## config.mk

```make
export PLATFORM = sky130hd
export DESIGN_NAME = mp3_frame_crc16_core
export DESIGN_NICKNAME = d
export VERILOG_FILES = /design/src/mfc_pkg.sv /design/src/mp3_frame_crc16_core.sv
export SDC_FILE = /design/constraint.sdc
export NUM_CORES = 1
export LEC_CHECK = 0
export BUFFER_PORTS_ARGS = -buffer_cell sky130_fd_sc_hd__buf_4
export CAP_MARGIN = 0
export CORE_UTILIZATION = 61
export DETAILED_ROUTE_END_ITERATION = 10
export PLACE_DENSITY_LB_ADDON = 0.12
export REMOVE_ABC_BUFFERS = 1
export SLEW_MARGIN = 20
export SYNTH_ARGS = -nofsm -noshare
export SYNTH_HDL_FRONTEND = slang
export SYNTH_SLANG_ARGS = --single-unit
```

## constraint.sdc

```tcl
create_clock -name clk -period 8.4 [get_ports clk]
set_input_delay 1.26 -clock clk [delete_from_list [all_inputs] [get_ports clk]]
set_output_delay 1.26 -clock clk [all_outputs]
set_load 0.01 [all_outputs]
```

## src/mfc_pkg.sv

```systemverilog
`timescale 1ns / 1ps

package mfc_pkg;

    // CRC-16 settings
    localparam logic [15:0] CRC_POLY = 16'h8005;
    localparam logic [15:0] CRC_INIT = 16'hFFFF;

    // Byte positions within the frame
    localparam logic [5:0] POS_IDLE   = 6'd38;
    localparam logic [5:0] POS_FIRST  = 6'd1;
    localparam logic [5:0] POS_VER    = 6'd1;
    localparam logic [5:0] POS_PROT   = 6'd2;
    localparam logic [5:0] POS_MODE   = 6'd3;
    localparam logic [5:0] SIDE_START = 6'd6;

    // Two-bit field value for MPEG-1 (version) and for mono (mode)
    localparam logic [1:0] FIELD_SET = 2'b11;

    // Side-info lengths in bytes
    localparam logic [5:0] SIDE_LEN_MPEG1_STEREO = 6'd32;
    localparam logic [5:0] SIDE_LEN_MPEG1_MONO   = 6'd17;
    localparam logic [5:0] SIDE_LEN_MPEG2_STEREO = 6'd17;
    localparam logic [5:0] SIDE_LEN_MPEG2_MONO   = 6'd9;
    localparam logic [5:0] SIDE_LEN_RESET        = 6'd17;

    // One frame byte
    typedef struct packed {
        logic [7:0] data_byte;
        logic       frame_start;
    } byte_word_t;

    // One CRC result
    typedef struct packed {
        logic [15:0] crc_value;
        logic [5:0]  side_info_bytes;
    } crc_word_t;

    // Byte-wide CRC update, MSB first; eight shift steps unrolled
    function automatic logic [15:0] crc_byte(input logic [15:0] crc, input logic [7:0] b);
        logic [15:0] c;
        c = crc ^ {b, 8'h00};
        for (int k = 0; k < 8; k++)
        begin
            if (c[15])
            begin
                c = {c[14:0], 1'b0} ^ CRC_POLY;
            end
            else
            begin
                c = {c[14:0], 1'b0};
            end
        end
        return c;
    endfunction

endpackage

```

## src/mp3_frame_crc16_core.sv

```systemverilog
`timescale 1ns / 1ps
// Latency: a result word appears in the cycle after the last side-info byte is taken.
// Throughput: one byte per cycle; the byte-wide CRC update and position counter
// are combinational logic between the state registers and the result register.
// A new byte is held off only when it would produce a result while the previous
// result is still stalled. Reset (rst_n low, asynchronous) sets the CRC to 0xFFFF,
// the position to idle, the side-info length to 17 and clears the result valid.
module mp3_frame_crc16_core
(
    input  logic               clk,
    input  logic               rst_n,
    input  logic               byte_valid,
    output logic               byte_stall,
    input  mfc_pkg::byte_word_t byte_word,
    output logic               crc_valid,
    input  logic               crc_stall,
    output mfc_pkg::crc_word_t  crc_word
);

    // Frame tracking state
    logic [15:0] crc_reg;
    logic [15:0] crc_next;
    logic [5:0]  pos_reg;
    logic [5:0]  pos_next;
    logic        mpeg1_reg;
    logic        mpeg1_next;
    logic [5:0]  side_len_reg;
    logic [5:0]  side_len_next;

    // Result register
    logic                crc_valid_reg;
    mfc_pkg::crc_word_t  crc_word_reg;

    logic        take;
    logic        emit;
    logic        mono;
    logic [15:0] crc_upd;
    logic [5:0]  last_pos;

    assign mono     = (byte_word.data_byte[7:6] == mfc_pkg::FIELD_SET);
    assign crc_upd  = mfc_pkg::crc_byte(crc_reg, byte_word.data_byte);
    assign last_pos = mfc_pkg::SIDE_START + side_len_reg - 6'd1;

    // Byte that closes the side info (only valid in the side-info range)
    assign emit = !byte_word.frame_start && (pos_reg < mfc_pkg::POS_IDLE)
                  && (pos_reg >= mfc_pkg::SIDE_START) && (pos_reg >= last_pos);

    // Only a result-producing byte waits for a stalled result
    assign byte_stall = crc_valid_reg && crc_stall && emit;
    assign take       = byte_valid && !byte_stall;

    // Next-state logic for one byte
    always_comb
    begin
        crc_next      = crc_reg;
        pos_next      = pos_reg;
        mpeg1_next    = mpeg1_reg;
        side_len_next = side_len_reg;
        priority if (byte_word.frame_start)
        begin
            crc_next = mfc_pkg::CRC_INIT;
            pos_next = mfc_pkg::POS_FIRST;
        end
        else if (pos_reg >= mfc_pkg::POS_IDLE)
        begin
            pos_next = pos_reg;
        end
        else
        begin
            pos_next = pos_reg + 6'd1;
            priority if (pos_reg == mfc_pkg::POS_VER)
            begin
                mpeg1_next = (byte_word.data_byte[4:3] == mfc_pkg::FIELD_SET);
            end
            else if (pos_reg == mfc_pkg::POS_PROT)
            begin
                crc_next = crc_upd;
            end
            else if (pos_reg == mfc_pkg::POS_MODE)
            begin
                crc_next = crc_upd;
                if (mpeg1_reg)
                begin
                    side_len_next = mono ? mfc_pkg::SIDE_LEN_MPEG1_MONO
                                         : mfc_pkg::SIDE_LEN_MPEG1_STEREO;
                end
                else
                begin
                    side_len_next = mono ? mfc_pkg::SIDE_LEN_MPEG2_MONO
                                         : mfc_pkg::SIDE_LEN_MPEG2_STEREO;
                end
            end
            else if (pos_reg >= mfc_pkg::SIDE_START)
            begin
                crc_next = crc_upd;
                if (emit)
                begin
                    pos_next = mfc_pkg::POS_IDLE;
                end
            end
            else
            begin
                // bytes 0, 4 and 5 stay out of the CRC and only advance
                crc_next = crc_reg;
            end
        end
    end

    // State and result registers
    always_ff @(posedge clk or negedge rst_n)
    begin
        if (!rst_n)
        begin
            crc_reg       <= mfc_pkg::CRC_INIT;
            pos_reg       <= mfc_pkg::POS_IDLE;
            mpeg1_reg     <= 1'b0;
            side_len_reg  <= mfc_pkg::SIDE_LEN_RESET;
            crc_valid_reg <= 1'b0;
        end
        else
        begin
            if (take)
            begin
                crc_reg      <= crc_next;
                pos_reg      <= pos_next;
                mpeg1_reg    <= mpeg1_next;
                side_len_reg <= side_len_next;
            end
            if (take && emit)
            begin
                crc_valid_reg <= 1'b1;
            end
            else if (!crc_stall)
            begin
                crc_valid_reg <= 1'b0;
            end
        end
    end

    // Result payload; no reset needed
    always_ff @(posedge clk)
    begin
        if (take && emit)
        begin
            crc_word_reg.crc_value       <= crc_upd;
            crc_word_reg.side_info_bytes <= side_len_reg;
        end
    end

    assign crc_valid = crc_valid_reg;
    assign crc_word  = crc_word_reg;

    // Checks

    // Position never leaves the frame range
    a_pos_range: assert property (@(posedge clk) disable iff (!rst_n)
        pos_reg <= mfc_pkg::POS_IDLE)
        else $error("byte position out of range");

    // A start byte always restarts at byte 1 with a fresh CRC
    a_restart: assert property (@(posedge clk) disable iff (!rst_n)
        (take && byte_word.frame_start) |=> (pos_reg == mfc_pkg::POS_FIRST)
                                            && (crc_reg == mfc_pkg::CRC_INIT))
        else $error("start byte did not restart frame");

    // Emitting a result sends the block idle and shows a valid result
    a_emit_idle: assert property (@(posedge clk) disable iff (!rst_n)
        (take && emit) |=> (pos_reg == mfc_pkg::POS_IDLE) && crc_valid_reg)
        else $error("result emit did not go idle");

    // A result word always carries one of the three side-info lengths
    a_side_len: assert property (@(posedge clk) disable iff (!rst_n)
        crc_valid_reg |-> (crc_word_reg.side_info_bytes == mfc_pkg::SIDE_LEN_MPEG2_MONO)
                       || (crc_word_reg.side_info_bytes == mfc_pkg::SIDE_LEN_MPEG1_MONO)
                       || (crc_word_reg.side_info_bytes == mfc_pkg::SIDE_LEN_MPEG1_STEREO))
        else $error("bad side-info length in result");

    // A held result is never overwritten
    a_no_overwrite: assert property (@(posedge clk) disable iff (!rst_n)
        (crc_valid_reg && crc_stall) |-> !(take && emit))
        else $error("stalled result overwritten");

endmodule
```

## After elaboration in Yosys (flattened, before gate mapping)

Index checks and enable logic that the tools add are counted.

- Bits in registers: 52
- Input bits: 13
- Output and inout port bits: 24
- Word-level logic and storage cells: 75

- $add $sub $neg: 3
- Order comparisons: 4
- Eq/ne operators: 8
- Mux-type cells: 26
- Bitwise operators: 13
- Reduce and logical (&&, ||, !) cells: 14

Operators by type and width:

| kind | count |
|---|---|
| $mux 16 | 14 |
| $mux 6 | 9 |
| $not 3->3 | 8 |
| $xor 16x16->16 | 1 |
| $eq 6x2->1 const B | 2 |
| $reduce_and 4->1 | 2 |
| $logic_and 1x1->1 | 7 |
| $add 3x6->6 const A | 1 |
| $add 6x1->6 const B | 1 |
| $eq 6x1->1 const B | 1 |
| $ge 6x3->1 const B | 1 |
| $ge 6x6->1 | 1 |
| $ge 6x6->1 const B | 1 |
| $lt 6x6->1 const B | 1 |
| $reduce_and 6->1 | 1 |
| $sub 6x1->6 const B | 1 |
| $mux 5 | 1 |
| $eq 2x2->1 const B | 2 |
| $ne 2x2->1 const B | 2 |
| $not 1->1 | 4 |
| $reduce_bool 4->1 | 1 |
| $logic_not 1->1 | 2 |
| $mux 1 | 2 |
| $ne 2x1->1 const B | 1 |
| $reduce_and 2->1 | 1 |

## Logic depth before layout (Yosys ltp)

- Depth in word-level cells: 23
- Depth in mapped cells: 8
- Depth with buffers taken out: 7

## Worst setup path after synthesis

OpenSTA, ideal clock, no wires.

- Path kind: input port to flip-flop
- Start point: in byte_word[0] (netlist name)
- End point: reg crc_word_reg, in the netlist crc_word[0], enable pin
- Library setup time: 0.404 ns
- Arrival time: 3.190 ns
- Data required time: 7.996 ns
- Setup slack: 4.807 ns
- Stages on the path: 6
- Path buffers: 1
- Cell sequence: clkbuf_1 inv_1 o21ai_0 nor3_1 nand2_1 a21oi_1

- Longest elaborated chain between the ends: 8

Ends and longest elaborated chain:

| what | RTL line | RTL |
|---|---|---|
| start: declaration | mp3_frame_crc16_core.sv:14 | `input mfc_pkg::byte_word_t byte_word,` |
| $logic_not 1->1 (*) | mp3_frame_crc16_core.sv:45 | `assign emit = !byte_word.frame_start && (pos_reg < mfc_pkg::POS_IDLE)` |
| $logic_and 1x1->1 (*) | mp3_frame_crc16_core.sv:45 |  |
| $logic_and 1x1->1 (*) (2 in a row) | mp3_frame_crc16_core.sv:46 | `&& (pos_reg >= mfc_pkg::SIDE_START) && (pos_reg >= last_pos);` |
| $logic_and 1x1->1 | mp3_frame_crc16_core.sv:49 | `assign byte_stall = crc_valid_reg && crc_stall && emit;` |
| $logic_not 1->1 | mp3_frame_crc16_core.sv:50 | `assign take = byte_valid && !byte_stall;` |
| $logic_and 1x1->1 | mp3_frame_crc16_core.sv:50 |  |
| $logic_and 1x1->1 (*) | mp3_frame_crc16_core.sv:143 | `if (take && emit)` |
| end: declaration | mp3_frame_crc16_core.sv:32 | `mfc_pkg::crc_word_t crc_word_reg;` |

Every way passes the cells marked *; elsewhere a longest branch is shown, timed or not.
A chain may end at the register's enable or synchronous reset.

## Worst setup path after layout

- Start point: in byte_word[0] (netlist name)
- End point: out byte_stall

- Longest elaborated chain between the ends: 5

Ends and longest elaborated chain:

| what | RTL line | RTL |
|---|---|---|
| $logic_not 1->1 | mp3_frame_crc16_core.sv:45 |  |
| $logic_and 1x1->1 | mp3_frame_crc16_core.sv:45 |  |
| $logic_and 1x1->1 (2 in a row) | mp3_frame_crc16_core.sv:46 |  |
| $logic_and 1x1->1 | mp3_frame_crc16_core.sv:49 |  |
| end: declaration | mp3_frame_crc16_core.sv:13 | `output logic byte_stall,` |

Every way passes these cells.

==> results.md <==
- Worst path required time: 7140 ps
- Core area: 4000 um2
- Vias per std cell: 5.48
- Worst skew pair latency: 290 ps
- Max VDD drop: 0.000137 V
- Status: complete, no violations
- Multi-input gate area: 1090 um2
- Internal cell power: 583 uW
- Type of origin of the critical path: primary input
- Largest register FFs: 20
- Final Routed Wirelength: 4610 um
- Tightest Pin Transition: 1020 ps
- Synth warn: 0
- Ys async rst share: 58.3%
- Setup crit end kind: output port
- I/O pin cnt: 37
- Max H-tree Level: 2
- Hold buffers post-CTS: 0
- Root buf cell: clkbuf_8
- Commonest non-fill, non-tap cell in the layout: buf_4
- Iter 0 DRT Violations: 66
- Comb pwr share: 40.0%
- PwrDens: 300 nW/um2
- Die ar.: 4440 um2
- Tot Pwr: 879 uW
- Initial antenna violation count: 0
- Final Util: 73.2%
- Total setup buffers inserted after CTS: 0
- GRT Total Usage: 23.3%
- Wire per inst: 15.5 um
- Post-CTS Resized: 0
- Post-route cell area: 2930 um2
- Most frequent cells in the layout: buf_4 (34), inv_1 (26), dfstp_2 (21)
- CTS buffer count: 5
- Max Cap Viol: 0
- DR pass1 iterations: 4
- Ys flop type: dfstp_2
- DPL Wire Length: 3240 um
- RSZ-0062 raised after global routing: no
- CTS tree: yes
- Syn Std Cell Area: 2550 um2
- Buffers on Ports: 34
- Drt drc: 0
- CTS Buffer Depth: 2
- Worst path slowest cell: nor4_4
- Seq cells post-synth: 48
- TNS Setup: 0 ps
- Clk_skew: 3.13 ps
- Max-slew violation count: 0
- CP max FO: 17
- Final Setup Violations: 0
- Vias in the first global route: 1587
- Switch share: 33.7%
- Final period utilization: 47.1%
- Nets@finish: 270
- First-pass GRT wire length: 7310 um
- Clk slew on worst S/H paths: 90 ps
- Sw power: 296 uW
- Row Count: 23
- Critical path type: in2out
- Initial Util: 63.7%
- Cell variety after synth: 47
- Clock tree sinks: 48
- Share of power burned in registers: 43.7%
- Fillers: 282
- Placed Area: 2830 um2
- Place WS: 4470 ps
- GRT overflow: 0
- Largest net degree at the start of global routing: 29
- Setup slack after layout: 4440 ps
- Leak pwr: 0.00131 uW
- Final hold vios: 0
- # diodes: 0
- Biggest cell delay along the critical path: 680 ps
- Worst path cell trace: buf_4 -> inv_1 -> o21ai_0 -> nor4_4 -> buf_4
- Final worst path period need: 3960 ps
- Arrival time at the worst endpoint: 2700 ps
- Achievable clock frequency: 0.253 GHz
- Final ANT Viol Nets: 0
- Worst slew margin: 32.1%
- Sequential share of the synthesized area: 52.1%
- Via count: 1629
- Die W: 66.6 um
- Syn-to-layout area delta: 14.9%
- Worst path most repeated cell: buf_4
- Clock share of power: 16.3%
- EDFF count, synth: 20
- Share of layout cells above drive strength 1: 32.0%
- Hold Crit Class: reg2reg
- Die height: 66.6 um
- Crit path buffers/inverters: 3
- Sequential Area: 1330 um2
- CP delay by family, top: simple AND/OR/NAND/NOR gates
- Routability Congestion: 0.883
- Synthesized instance count: 212
- Synth Area per Inst: 12.0 um2
[cells in the mapped netlist, drive strengths merged (3+ instances only)]
cell    count  area [um2]
a211oi      5        42.5
a21o        3        22.5
a21oi       3        15.0
buf         6        40.0
dfrtp       7         175
dfstp      21         552
edfxtp     20         601
ha         11         138
inv        26        97.6
mux2        4        45.0
mux2i      14         140
nand2       8        30.0
nand3       3        15.0
nor2       17        66.3
nor3        6        35.0
o211ai      3        22.5
o21ai       4        20.0
o22a        3        26.3
o31ai       3        22.5
xnor2      13         129
xor2        8        85.1
[metrics by stage]
step,hold slack [ps],std cells
3_3_place_gp,458,289
3_5_place_dp,466,289
5_1_grt,493,297
6_report,476,297
4_1_cts,481,297
2_1_floorplan,443,205
[power groups by stage]
stage	combinational [uW]	sequential [uW]	clock, uW
after floorplan	281	378	0
after global placement	336	387	0
after detailed placement	348	389	0
after CTS	354	384	147
after global routing	384	391	153
final	352	384	143
[layer usage]
layer | routed length [um] | share of wire [%] | GRT usage [%] | up-vias
met4 | 96 | 2.1 | 11.7 | 0
met2 | 2460 | 53 | 39.9 | 37
met1 | 1860 | 40 | 27.1 | 793
met5 | 0 | 0 | 0 | -
met3 | 190 | 4.1 | 5.14 | 7
li1 | - | - | - | 792
[worst reg2reg max path, delay by kind of cell, from the launching register on]
family	cells	cell delay [ps]
buffers and inverters	1	50
flip-flops	1	550
adder cells (fa/ha/maj)	1	260
multiplexers	1	420
AO/OA/AOI/OAI	2	560
AND/OR/NAND/NOR	2	1000
[final timing paths]
path	start	end	slack (ps)	cells past startpoint
worst max register to register	side_len_reg[4]$_DFFE_PN1P_	crc_reg[3]$_DFFE_PN1P_	5490	7
worst min register to register	crc_reg[5]$_DFFE_PN1P_	crc_reg[5]$_DFFE_PN1P_	480	2
min in group asynchronous	rst_n	crc_valid$_DFFE_PN0P_	880	1
max in group asynchronous	rst_n	side_len_reg[4]$_DFFE_PN1P_	7210	1
worst min-delay path	crc_reg[5]$_DFFE_PN1P_	crc_reg[5]$_DFFE_PN1P_	480	2
worst max-delay path	byte_word[0]	byte_stall	4440	5
[final cells by class]
cell class	count	share of cell area, %
Sequential cell	48	45.4
Multi-Input combinational cell	131	37.2
Timing Repair Buffer	34	8.72
Inverter	26	3.33
Clock buffer	7	2.95
Tap cell	50	2.14
Clock inverter	1	0.257
[kinds of logic (layout without fill, tap and decap cells)]
family | Yosys count | count (layout) | share of synthesized area, %
simple gates | 45 | 45 | 9.14
xor+xnor | 24 | 24 | 11.2
mux | 18 | 18 | 7.27
fa+ha+maj | 11 | 11 | 5.40
compound gates | 31 | 31 | 9.04
buf+inv | 34 | 68 | 5.70
flops | 48 | 48 | 52.1
other cells | 1 | 2 | 0.147
(Power assumes the default switching activity.)
